File: src/mm4_pkg.sv
// ----------------------------------------------------------------------------
// mm4_pkg
// Shared types and constants of the 4x4 fixed-point matrix multiplier:
// operation codes, the microcode control word, and the status and result
// groups passed between the sequencer, the datapath and the top level.
// ----------------------------------------------------------------------------
`default_nettype none

package mm4_pkg;

  localparam int DATA_W  = 32;   // element width, signed fixed point
  localparam int IDX_W   = 2;    // width of the row and column fields
  localparam int TDATA_W = 40;   // row, col and value padded to whole bytes
  localparam int STEP_W  = 4;    // microcode step counter width

  typedef enum logic [1:0] {
    OP_WR_LEFT  = 2'd0,
    OP_WR_RIGHT = 2'd1,
    OP_MUL      = 2'd2,
    OP_NONE     = 2'd3
  } op_t;

  typedef enum logic [2:0] {
    COND_NEVER    = 3'd0,
    COND_ALWAYS   = 3'd1,
    COND_NO_MUL   = 3'd2,
    COND_K_MORE   = 3'd3,
    COND_OUT_BUSY = 3'd4,
    COND_C_MORE   = 3'd5,
    COND_R_LAST   = 3'd6
  } cond_t;

  typedef logic [STEP_W-1:0] step_t;

  // One microcode word.
  typedef struct packed {
    logic  ready;    // take an input word
    logic  clr;      // clear the row, column and term counters
    logic  ld_row;   // read one left element into the row cache
    logic  term;     // issue one product term of the current element
    logic  emit;     // hand the finished element to the output register
    logic  r_inc;    // advance to the next row
    cond_t cond;     // jump condition
    step_t target;   // jump target
  } ctrl_t;

  typedef struct packed {
    logic k_last;    // term counter is at its last value
    logic c_more;    // column counter has not wrapped
    logic r_last;    // row counter is at its last value
  } dp_status_t;

  typedef struct packed {
    logic [IDX_W-1:0]         row;
    logic [IDX_W-1:0]         col;
    logic signed [DATA_W-1:0] product;
    logic                     sat;
    logic                     last;
  } res_t;

endpackage

`default_nettype wire

File: src/matrix_multiply_4x4.sv
// A write word (op 0 or 1) is taken and produces nothing. A multiply word runs
// through every element of the product, one product term per cycle through the
// single shared multiplier, and each row adds a row-cache load.
// No new word is taken while a multiply is running. Reset loads the identity into
// the left matrix and zero into the right one, with no clearing pass.
// ----------------------------------------------------------------------------
// matrix_multiply_4x4
// Fixed-point DIM x DIM matrix multiplier driven by a microcoded sequencer.
// The product replaces the left matrix and streams out in row-major order.
// ----------------------------------------------------------------------------
`default_nettype none

module matrix_multiply_4x4 #(
  parameter int DIM       = 4,
  parameter int FRAC_BITS = 16
) (
  input  wire                           clk,
  input  wire                           rst,
  input  wire                           s_tvalid,
  output logic                          s_tready,
  input  wire [mm4_pkg::TDATA_W-1:0]    s_tdata,   // row[1:0], col[3:2], value[35:4]
  input  wire [1:0]                     s_tuser,   // op[1:0]
  output logic                          m_tvalid,
  input  wire                           m_tready,
  output logic [mm4_pkg::TDATA_W-1:0]   m_tdata,   // out_row[1:0], out_col[3:2], product[35:4]
  output logic [0:0]                    m_tuser,   // saturated[0]
  output logic                          m_tlast
);

  import mm4_pkg::*;

  ctrl_t      ctrl;
  dp_status_t status;
  res_t       res;
  res_t       out_res;
  logic       in_fire;
  logic       mul_req;
  logic       out_busy;
  logic       emit_fire;

  assign s_tready  = ctrl.ready;
  assign in_fire   = s_tvalid && s_tready;
  assign mul_req   = s_tvalid && (s_tuser == OP_MUL);
  assign out_busy  = m_tvalid && !m_tready;
  assign emit_fire = ctrl.emit && !out_busy;

  mm4_seq u_seq (
    .clk      (clk),
    .rst      (rst),
    .mul_req  (mul_req),
    .out_busy (out_busy),
    .status   (status),
    .ctrl     (ctrl)
  );

  mm4_datapath #(
    .DIM       (DIM),
    .FRAC_BITS (FRAC_BITS)
  ) u_datapath (
    .clk       (clk),
    .rst       (rst),
    .ctrl      (ctrl),
    .in_fire   (in_fire),
    .in_op     (s_tuser),
    .in_row    (s_tdata[1:0]),
    .in_col    (s_tdata[3:2]),
    .in_value  (s_tdata[35:4]),
    .emit_fire (emit_fire),
    .status    (status),
    .res       (res)
  );

  // Output register: the next element is loaded as the current one leaves.
  always_ff @(posedge clk) begin
    if (rst) begin
      m_tvalid <= 1'b0;
    end else if (emit_fire) begin
      m_tvalid <= 1'b1;
    end else if (m_tready) begin
      m_tvalid <= 1'b0;
    end
  end

  always_ff @(posedge clk) begin
    if (emit_fire) begin
      out_res <= res;
    end
  end

  assign m_tdata = {(TDATA_W - 36)'(0), out_res.product, out_res.col, out_res.row};
  assign m_tuser = out_res.sat;
  assign m_tlast = out_res.last;

  // A multiply word holds off further input until the product is done.
  assert property (@(posedge clk) disable iff (rst)
    s_tvalid && s_tready && s_tuser == OP_MUL |=> !s_tready)
    else $error("input taken right after a multiply word");

  // The last word of a product is the bottom-right element.
  assert property (@(posedge clk) disable iff (rst)
    m_tvalid && m_tlast |-> m_tdata[1:0] == 2'(DIM - 1) && m_tdata[3:2] == 2'(DIM - 1))
    else $error("last marker on an element other than the final one");

  // Nothing follows the last word of a product in the next cycle.
  assert property (@(posedge clk) disable iff (rst)
    m_tvalid && m_tready && m_tlast |=> !m_tvalid)
    else $error("output word right after the last element");

endmodule

`default_nettype wire

File: src/mm4_seq.sv
// ----------------------------------------------------------------------------
// mm4_seq
// Microcode sequencer: a step counter addressing a read-only program whose
// control words drive the datapath, with conditional jumps on status flags.
// ----------------------------------------------------------------------------
`default_nettype none

module mm4_seq (
  input  wire                  clk,
  input  wire                  rst,
  input  wire                  mul_req,
  input  wire                  out_busy,
  input  mm4_pkg::dp_status_t  status,
  output mm4_pkg::ctrl_t       ctrl
);

  import mm4_pkg::*;

  localparam step_t STEP_IDLE   = 4'd0;
  localparam step_t STEP_LOAD   = 4'd1;
  localparam step_t STEP_LOADW  = 4'd2;
  localparam step_t STEP_TERM   = 4'd3;
  localparam step_t STEP_DRAIN1 = 4'd4;
  localparam step_t STEP_DRAIN2 = 4'd5;
  localparam step_t STEP_EMIT   = 4'd6;
  localparam step_t STEP_NEXTC  = 4'd7;
  localparam step_t STEP_NEXTR  = 4'd8;
  localparam step_t STEP_NEXTRW = 4'd9;

  step_t step;
  step_t step_next;
  logic  jump;

  function automatic ctrl_t rom(input step_t s);
    ctrl_t w;
    w        = '0;
    w.cond   = COND_NEVER;
    w.target = STEP_IDLE;
    case (s)
      STEP_IDLE: begin
        w.ready  = 1'b1;
        w.clr    = 1'b1;
        w.cond   = COND_NO_MUL;
        w.target = STEP_IDLE;
      end
      STEP_LOAD: begin
        w.ld_row = 1'b1;
        w.cond   = COND_K_MORE;
        w.target = STEP_LOAD;
      end
      STEP_LOADW: begin
        w.cond = COND_NEVER;
      end
      STEP_TERM: begin
        w.term   = 1'b1;
        w.cond   = COND_K_MORE;
        w.target = STEP_TERM;
      end
      STEP_DRAIN1: begin
        w.cond = COND_NEVER;
      end
      STEP_DRAIN2: begin
        w.cond = COND_NEVER;
      end
      STEP_EMIT: begin
        w.emit   = 1'b1;
        w.cond   = COND_OUT_BUSY;
        w.target = STEP_EMIT;
      end
      STEP_NEXTC: begin
        w.cond   = COND_C_MORE;
        w.target = STEP_TERM;
      end
      STEP_NEXTR: begin
        w.r_inc  = 1'b1;
        w.cond   = COND_R_LAST;
        w.target = STEP_IDLE;
      end
      STEP_NEXTRW: begin
        w.cond   = COND_ALWAYS;
        w.target = STEP_LOAD;
      end
      default: begin
        w.cond   = COND_ALWAYS;
        w.target = STEP_IDLE;
      end
    endcase
    return w;
  endfunction

  assign ctrl = rom(step);

  always_comb begin
    case (ctrl.cond)
      COND_ALWAYS:   jump = 1'b1;
      COND_NO_MUL:   jump = !mul_req;
      COND_K_MORE:   jump = !status.k_last;
      COND_OUT_BUSY: jump = out_busy;
      COND_C_MORE:   jump = status.c_more;
      COND_R_LAST:   jump = status.r_last;
      default:       jump = 1'b0;
    endcase
    step_next = jump ? ctrl.target : step + step_t'(1);
  end

  always_ff @(posedge clk) begin
    if (rst) begin
      step <= STEP_IDLE;
    end else begin
      step <= step_next;
    end
  end

endmodule

`default_nettype wire

File: src/mm4_datapath.sv
// ----------------------------------------------------------------------------
// mm4_datapath
// Matrix storage, index counters, row cache, one shared multiplier and the
// accumulator with the final shift and saturation.
// ----------------------------------------------------------------------------
`default_nettype none

module mm4_datapath #(
  parameter int DIM       = 4,
  parameter int FRAC_BITS = 16
) (
  input  wire                                 clk,
  input  wire                                 rst,
  input  mm4_pkg::ctrl_t                      ctrl,
  input  wire                                 in_fire,
  input  wire [1:0]                           in_op,
  input  wire [mm4_pkg::IDX_W-1:0]            in_row,
  input  wire [mm4_pkg::IDX_W-1:0]            in_col,
  input  wire signed [mm4_pkg::DATA_W-1:0]    in_value,
  input  wire                                 emit_fire,
  output mm4_pkg::dp_status_t                 status,
  output mm4_pkg::res_t                       res
);

  import mm4_pkg::*;

  localparam int IW    = $clog2(DIM);
  localparam int DEPTH = DIM * DIM;
  localparam int AW    = $clog2(DEPTH);
  localparam int ACC_W = 2 * DATA_W + $clog2(DIM);
  localparam logic signed [DATA_W-1:0] ONE = DATA_W'(1) << FRAC_BITS;

  function automatic logic [AW-1:0] addr(input int a, input int b);
    return AW'(a * DIM + b);
  endfunction

  // Counters
  logic [IW-1:0] r;
  logic [IW-1:0] c;
  logic [IW-1:0] k;
  logic          k_last;

  assign k_last = (k == IW'(DIM - 1));
  assign status.k_last = k_last;
  assign status.c_more = (c != '0);
  assign status.r_last = (r == IW'(DIM - 1));

  always_ff @(posedge clk) begin
    if (rst) begin
      r <= '0;
      c <= '0;
      k <= '0;
    end else if (ctrl.clr) begin
      r <= '0;
      c <= '0;
      k <= '0;
    end else begin
      if (ctrl.ld_row || ctrl.term) begin
        k <= k_last ? '0 : k + IW'(1);
      end
      if (emit_fire) begin
        c <= (c == IW'(DIM - 1)) ? '0 : c + IW'(1);
      end
      if (ctrl.r_inc) begin
        r <= status.r_last ? '0 : r + IW'(1);
      end
    end
  end

  // Write decode for input words. Elements outside the matrix are dropped.
  logic in_range;
  logic wr_left;
  logic wr_right;

  assign in_range = (int'(in_row) < DIM) && (int'(in_col) < DIM);
  assign wr_left  = (in_fire && in_range && in_op == OP_WR_LEFT) || emit_fire;
  assign wr_right = in_fire && in_range && in_op == OP_WR_RIGHT;

  // Left matrix. The product is written back in place while the rest of the
  // row is still taken from the row cache.
  logic [DATA_W-1:0]        left_mem [DEPTH];
  logic [DEPTH-1:0]         left_vld;
  logic [AW-1:0]            left_waddr;
  logic [DATA_W-1:0]        left_wdata;
  logic [DATA_W-1:0]        left_q;
  logic                     left_q_vld;
  logic                     left_q_diag;
  logic signed [DATA_W-1:0] left_val;

  assign left_waddr = emit_fire ? addr(int'(r), int'(c)) : addr(int'(in_row), int'(in_col));
  assign left_wdata = emit_fire ? res.product : in_value;

  always_ff @(posedge clk) begin
    if (wr_left) begin
      left_mem[left_waddr] <= left_wdata;
    end
    left_q      <= left_mem[addr(int'(r), int'(k))];
    left_q_diag <= (r == k);
  end

  always_ff @(posedge clk) begin
    if (rst) begin
      left_vld   <= '0;
      left_q_vld <= 1'b0;
    end else begin
      if (wr_left) begin
        left_vld[left_waddr] <= 1'b1;
      end
      left_q_vld <= left_vld[addr(int'(r), int'(k))];
    end
  end

  // Entries never written read as the identity matrix.
  assign left_val = left_q_vld ? left_q : (left_q_diag ? ONE : '0);

  // Right matrix, reading as zero until written.
  logic [DATA_W-1:0]        right_mem [DEPTH];
  logic [DEPTH-1:0]         right_vld;
  logic [AW-1:0]            right_waddr;
  logic [AW-1:0]            right_raddr;
  logic [DATA_W-1:0]        right_q;
  logic                     right_q_vld;
  logic signed [DATA_W-1:0] right_val;

  assign right_waddr = addr(int'(in_row), int'(in_col));
  assign right_raddr = addr(int'(k), int'(c));

  always_ff @(posedge clk) begin
    if (wr_right) begin
      right_mem[right_waddr] <= in_value;
    end
    right_q <= right_mem[right_raddr];
  end

  always_ff @(posedge clk) begin
    if (rst) begin
      right_vld   <= '0;
      right_q_vld <= 1'b0;
    end else begin
      if (wr_right) begin
        right_vld[right_waddr] <= 1'b1;
      end
      right_q_vld <= right_vld[right_raddr];
    end
  end

  assign right_val = right_q_vld ? right_q : '0;

  // Row cache: filled by shifting in, then rotated once per term so that
  // the current left element always sits in entry zero.
  logic signed [DATA_W-1:0] row_cache [DIM];
  logic signed [DATA_W-1:0] lhs_q;
  logic                     ld_d1;

  always_ff @(posedge clk) begin
    if (ld_d1) begin
      for (int i = 0; i < DIM - 1; i++) begin
        row_cache[i] <= row_cache[i + 1];
      end
      row_cache[DIM - 1] <= left_val;
    end else if (ctrl.term) begin
      for (int i = 0; i < DIM - 1; i++) begin
        row_cache[i] <= row_cache[i + 1];
      end
      row_cache[DIM - 1] <= row_cache[0];
    end
    if (ctrl.term) begin
      lhs_q <= row_cache[0];
    end
  end

  // Term pipeline: read, multiply, accumulate.
  logic                     term_d1;
  logic                     first_d1;
  logic                     mul_d2;
  logic                     first_d2;
  logic signed [2*DATA_W-1:0] prod;
  logic signed [ACC_W-1:0]  acc;

  always_ff @(posedge clk) begin
    if (rst) begin
      ld_d1    <= 1'b0;
      term_d1  <= 1'b0;
      first_d1 <= 1'b0;
      mul_d2   <= 1'b0;
      first_d2 <= 1'b0;
    end else begin
      ld_d1    <= ctrl.ld_row;
      term_d1  <= ctrl.term;
      first_d1 <= ctrl.term && (k == '0);
      mul_d2   <= term_d1;
      first_d2 <= first_d1;
    end
  end

  always_ff @(posedge clk) begin
    if (term_d1) begin
      prod <= lhs_q * right_val;
    end
    if (mul_d2) begin
      acc <= first_d2 ? ACC_W'(prod) : acc + ACC_W'(prod);
    end
  end

  // Shift out the fraction and clip to the 32-bit range.
  logic signed [ACC_W-1:0]   shifted;
  logic [ACC_W-DATA_W:0]     upper;
  logic                      fits;

  assign shifted = acc >>> FRAC_BITS;
  assign upper   = shifted[ACC_W-1:DATA_W-1];
  assign fits    = (&upper) || !(|upper);

  always_comb begin
    res.row  = IDX_W'(r);
    res.col  = IDX_W'(c);
    res.sat  = !fits;
    res.last = status.r_last && (c == IW'(DIM - 1));
    if (fits) begin
      res.product = shifted[DATA_W-1:0];
    end else if (shifted[ACC_W-1]) begin
      res.product = {1'b1, {(DATA_W-1){1'b0}}};
    end else begin
      res.product = {1'b0, {(DATA_W-1){1'b1}}};
    end
  end

endmodule

`default_nettype wire
File: config.mk
export PLATFORM = sky130hd
export DESIGN_NAME = matrix_multiply_4x4
export DESIGN_NICKNAME = d
export VERILOG_FILES = /design/src/mm4_pkg.sv /design/src/matrix_multiply_4x4.sv /design/src/mm4_seq.sv /design/src/mm4_datapath.sv
export SDC_FILE = /design/constraint.sdc
export NUM_CORES = 2
export LEC_CHECK = 0
export ABC_AREA = 1
export BUFFER_PORTS_ARGS = -buffer_cell sky130_fd_sc_hd__buf_2
export CORE_ASPECT_RATIO = 1.5
export CORE_MARGIN = 2
export CORE_UTILIZATION = 50
export DETAILED_ROUTE_END_ITERATION = 16
export PLACE_DENSITY_LB_ADDON = 0.3
export SYNTH_ARGS = -nofsm -noshare
export SYNTH_HDL_FRONTEND = slang
export SYNTH_HIERARCHICAL = 1
export SYNTH_SLANG_ARGS = --single-unit
File: constraint.sdc
create_clock -name clk -period 10.6 [get_ports clk]
set_input_delay 1.06 -clock clk [delete_from_list [all_inputs] [get_ports clk]]
set_output_delay 1.06 -clock clk [all_outputs]
set_load 0.03 [all_outputs]
== Word-level counts from Yosys, hierarchy flattened ==
Memory sizes are Yosys's and may differ from the RTL's. A register that Yosys moved wholly into a read port is not among the register bits.
Cells that the tools add are included.

* Register bits: 251
* Memory bits (writable): 1152
* Input port bits: 46
* Output and inout bits: 44
* Memories: 3

* $add $sub $neg: 9
* Multipliers: 1
* $lt $le $gt $ge: 6
* Equality and inequality tests: 21
* Multiplexer cells: 43
* Bitwise logic cells: 6
* Reduce and logical (&&, ||, !) cells: 31

{| class="wikitable"
|+ Memories
! memory !! words !! bits a word !! rd ports !! clocked after memory_dff !! wr ports !! RTL line !! RTL
|-
| u_datapath.left_mem || 16 || 32 || 1 || 1 || 1 || mm4_datapath.sv:81 || <nowiki>logic [DATA_W-1:0] left_mem [DEPTH];</nowiki>
|-
| u_datapath.right_mem || 16 || 32 || 1 || 1 || 1 || mm4_datapath.sv:117 || <nowiki>logic [DATA_W-1:0] right_mem [DEPTH];</nowiki>
|-
| u_datapath.row_cache || 4 || 32 || 4 || 0 || 4 || mm4_datapath.sv:151 || <nowiki>logic signed [DATA_W-1:0] row_cache [DIM];</nowiki>
|}

{| class="wikitable"
|+ Operators with widths
! cell !! number
|-
| 32-bit two-way mux || 9
|-
| 66-bit by 64-bit adder with 66-bit output || 1
|-
| 66-bit two-way mux || 1
|-
| 32-bit by 32-bit multiplier with 64-bit output || 1
|-
| 16-bit OR || 2
|-
| 4-bit by 5-bit less-than comparator with 1-bit output, second input constant || 4
|-
| 1-bit two-way mux || 19
|-
| 19-bit AND reduction || 1
|-
| 19-bit OR reduction || 1
|-
| 3-bit one-hot mux with 6 select lines || 1
|-
| 17-bit two-way mux || 1
|-
| 4-bit by 2-bit adder with 4-bit output || 4
|-
| 4-bit by 3-bit == test with 1-bit output, second input constant || 4
|-
| 1-bit logical AND || 10
|-
| 3-bit == test, second input constant || 3
|-
| 3-bit one-hot mux with 3 select lines || 1
|-
| 1-bit binary-select mux with 4-bit select || 2
|-
| 1-bit demux with 4-bit select || 2
|-
| 2-bit == test, second input constant || 4
|-
| 4-bit by 2-bit == test with 1-bit output, second input constant || 2
|-
| 4-bit == test, second input constant || 2
|-
| 4-bit by 1-bit greater-or-equal comparator with 1-bit output, second input constant || 2
|-
| 2-bit two-way mux || 4
|-
| 4-bit two-way mux || 2
|-
| other kinds (16) || 34
|}

== Logic depth before layout (Yosys ltp) ==
* Depth in word-level cells: 10
* Depth in mapped cells: 33

== Cells and area by module ==
Netlist, hierarchy kept.

{| class="wikitable"
|+ Modules (own cells, without submodules)
! module !! instances !! cells an instance !! area an instance (um^2)
|-
| mm4_datapath || 1 || 9240 || 95039.9
|-
| matrix_multiply_4x4 || 1 || 54 || 1236.2
|-
| mm4_seq || 1 || 90 || 548.0
|}

== Worst setup path after synthesis ==
OpenSTA, ideal clock, no wires.

* Kind: reg-to-reg
* Start: reg u_datapath.lhs_q[31], read port of u_datapath.row_cache
* End: reg u_datapath.prod[62] (data pin)
* Setup time: 0.252 ns
* Arrival: 7.296 ns
* Required time: 10.348 ns
* Path slack: 3.052 ns
* Stages on the path, launching flop included: 27
* Period minus slack after synthesis: 7.548 ns
* Cell sequence: edfxtp_1 > clkbuf_1 > clkinv_1 > clkbuf_1 > nor2_1 > fa_1 > fa_1 > fa_1 > fa_1 > inv_1 > fa_1 > inv_1 > fa_1 > fa_1 > inv_1 > fa_1 > inv_1 > ha_1 > nand2_1 > nor2_1 > inv_1 > nor2_1 > inv_1 > nor3_1 > nand3_1 > nand3_1 > nand2_1

* Longest elaborated chain between the ends: 1

{| class="wikitable"
|+ Ends and longest elaborated chain
! what !! RTL line !! RTL
|-
| from (decl) || mm4_datapath.sv:152 || <nowiki>logic signed [DATA_W-1:0] lhs_q;</nowiki>
|-
| 32-bit by 32-bit multiplier with 64-bit output || mm4_datapath.sv:198 || <nowiki>prod <= lhs_q * right_val;</nowiki>
|-
| to (signal assigned) || mm4_datapath.sv:198 ||
|-
| to (decl) || mm4_datapath.sv:177 || <nowiki>logic signed [2*DATA_W-1:0] prod;</nowiki>
|}

Every way passes these cells.
A chain may end at the register's enable or synchronous reset.

== Worst setup path in the final report ==
* Start: reg u_datapath.right_q_vld
* End: reg u_datapath.prod[61] (data pin)

* Longest elaborated chain between the ends: 2

{| class="wikitable"
|+ Ends and longest elaborated chain
! what !! RTL line !! RTL
|-
| from (decl) || mm4_datapath.sv:122 || <nowiki>logic right_q_vld;</nowiki>
|-
| from (signal assigned) || mm4_datapath.sv:143 || <nowiki>right_q_vld <= right_vld[right_raddr];</nowiki>
|-
| 32-bit two-way mux || mm4_datapath.sv:147 || <nowiki>assign right_val = right_q_vld ? right_q : '0;</nowiki>
|-
| 32-bit by 32-bit multiplier with 64-bit output || mm4_datapath.sv:198 ||
|}

Every way passes these cells.

==> out/metrics.cfg <==
[status]
outcome = complete, no violations

[critical_path]
r2r_cells = 23
critPathArrivalTime_ps = 10170
endpoint_kind = flop
cp_num_buf_inv = 3
reg2reg_from = u_datapath/right_q_vld
crit_slowest_cell = fa_1
rr_endpoint = u_datapath/prod[61]
critPathTopFamily = adder cells
start_kind = flop
cp_cell_sequence = nand2_1, nor2_1, fa_1, fa_1, fa_1, fa_1, fa_1, fa_1, inv_1, fa_1, fa_1, inv_1, ha_1, nand2_1, inv_1, a21oi_1, o21ai_0, a21oi_1, nand2_1, a21oi_1, nand2_1, nand2_1, nand2_1
worst_path_largest_cell_delay_ps = 1100
crit_path_frequent_cell = fa_1
critPathKind = flop to flop
cp_max_fo = 16
required_ps = 11110
r2r_slack_ps = 940

[sta]
finalMaxSlewViolations = 0
finalCritPeriodShare_pct = 91.13
slew_headroom_pct = 9.925
fmax_mhz = 103.5
min_period_ps = 9660
grt_setup_unrepaired = no
worstMarginPinSlew_ps = 1345
skew_ps = 83.61
hold_viol_final = 0
tns_ps = 0
setup_viol = 0

[routing]
dr.pass1.iters = 7
wl_per_cell_um = 26.37
vias = 70030
drt_drc_violations_left = 0
vias_per_cell = 5.871
drt-initial-drc-count = 6379
postRouteAntennaNets = 0
wl_um = 314600

[power_and_ir_drop]
powerDensity_nw_per_um2 = 154.1
p_switching_uw = 5221
swShare_pct = 32.42
combPwrFrac_pct = 26.5
p_leak_uw = 0.04259
seqPwrFrac_pct = 42.6
power.share.clock_pct = 30.9
vdd_ir_drop_max_v = 0.0001708
p_int_uw = 10880

[final_layout]
drive_gt1_share_pct = 6.587
nets = 10720
fin_area_um2 = 104600
regArea_um2 = 42920
fillerInstances = 16630
area_delta_synth_final_pct = 8.003
multiInputGateArea_um2 = 46960

[clock_tree]
post-cts-setup-buffer-count = 0
clk_latency_ps = 800
cts_buffer_depth = 4
clock-sinks = 1467
cts_resized = 0
htreeDepth = 4
cts_tree = yes
cts_hold_buffers = 0
cts_root_buffer = clkbuf_16
cts.clk_slew.worst_paths_ps = 70
numCtsBuffers = 138

[global_route]
grt_max_degree = 152
grt_antenna_before_repair = 24
grt_pass1_wl_um = 460300
grt_usage_pct = 32.18
grt_pass1_vias = 72740
overflow = 0

[placed_design]
place_area_um2 = 100000
place_congestion = 1.015
dp_hpwl_um = 226300
io_buffers = 81

[hold_path]
holdPathStages = 0
hp-start = u_datapath/row_cache[3][29]
min_to = u_datapath/row_cache[2][29]
holdCritPathClass = flop to flop

[floorplan]
start_util_pct = 50.35
core_um2 = 192300
die_x_um = 363.3
die-area_um2 = 197200
fp-row-count = 197
ios = 90
die_y_um = 542.9

[synthesis]
synth_area_um2 = 96810
netlist_instances = 9380
yosys_warnings = 6
postSynthAreaPerCell_um2 = 10.32

[flow_run]
drv_cap = 0

sequential cells by signal (all words and copies together) (netlist names), 4 cells and up:
signal / cells
m_tdata: 36
u_datapath/acc: 66
u_datapath/left_mem: 512
u_datapath/left_q: 32
u_datapath/left_vld: 16
u_datapath/lhs_q: 32
u_datapath/prod: 64
u_datapath/right_mem: 512
u_datapath/right_q: 32
u_datapath/right_vld: 16
u_datapath/row_cache: 128
u_seq/step: 4
placed cells by master (no fill, tap or decap), types with 9 or more instances in the layout:
master / instances
nor4_1: 12
inv_2: 30
ha_1: 258
o221ai_1: 186
nand3b_1: 25
inv_1: 1386
a31oi_1: 30
clkbuf_16: 143
nor2_4: 33
nand3_1: 267
nand4_1: 29
dfxtp_1: 106
nand2_2: 16
nor2_1: 1408
nor2_2: 23
nor3_1: 18
xor2_1: 45
edfxtp_1: 1352
o21ai_1: 25
o21ai_0: 610
fa_1: 1083
clkinv_2: 29
clkinvlp_4: 9
xnor2_1: 26
bufinv_16: 12
or2_2: 9
buf_2: 81
a21oi_1: 187
nand2_1: 1466
a21o_1: 14
o21bai_1: 29
o22ai_1: 74
diode_2: 15
clkinv_1: 24
o211ai_1: 79
buf_4: 166
clkbuf_1: 20
how the worst max path moves through the flow:
stage                                start             endpoint  slack, ps  cells past startpoint
finish              u_datapath/right_q_vld  u_datapath/prod[61]        940                     23
global placement    u_datapath/right_q_vld  u_datapath/prod[59]       1140                     20
CTS                 u_datapath/right_q_vld  u_datapath/prod[59]       1010                     20
floorplan             u_datapath/lhs_q[31]  u_datapath/prod[62]       3050                     26
detailed placement  u_datapath/right_q_vld  u_datapath/prod[59]       1020                     20
global route        u_datapath/right_q_vld  u_datapath/prod[61]        500                     23
power by group through the flow:
stage / logic, uW / clock network, uW / registers [uW]
finish: 4270 / 4970 / 6870
global route: 4680 / 5240 / 6880
CTS: 4260 / 5040 / 6860
detailed placement: 4220 / 0 / 6990
global placement: 4180 / 0 / 6980
floorplan: 2710 / 0 / 6900
metrics by stage:
stage | setup slack [ps] | instances | util [%] | power, uW | hold WS [ps]
5_1_grt | 497.1 | 11920 | 54.37 | 16800 | 406.3
4_1_cts | 1015 | 11910 | 54.35 | 16170 | 411.1
2_1_floorplan | 3052 | 9383 | - | 9602 | 388.3
3_3_place_gp | 1138 | 11680 | 52.04 | 11160 | 400.3
3_5_place_dp | 1024 | 11680 | 52.04 | 11200 | 404.5
6_report | 940.1 | 11930 | 54.38 | 16110 | 412.0
area by class of cell:
cell class / count / share of cell area [%]
multi-input combinational: 6040 / 44.91
tap: 2487 / 2.976
inverter: 1433 / 5.160
clock inverter: 69 / 0.6726
clock buffer: 170 / 3.587
sequential: 1467 / 41.06
antenna: 15 / 0.03590
timing repair buffer: 248 / 1.599
routing by layer:
metal	share of wire (%)	global-route usage, %	wire [um]	vias up
met5	0.040	0	125	-
met4	9.4	25.20	29430	18
met3	7.3	5.091	22930	1123
met2	49	54.63	155000	3398
met1	34	36.16	107200	35200
li1	-	-	-	30290
Power figures use the tool's default switching activity.
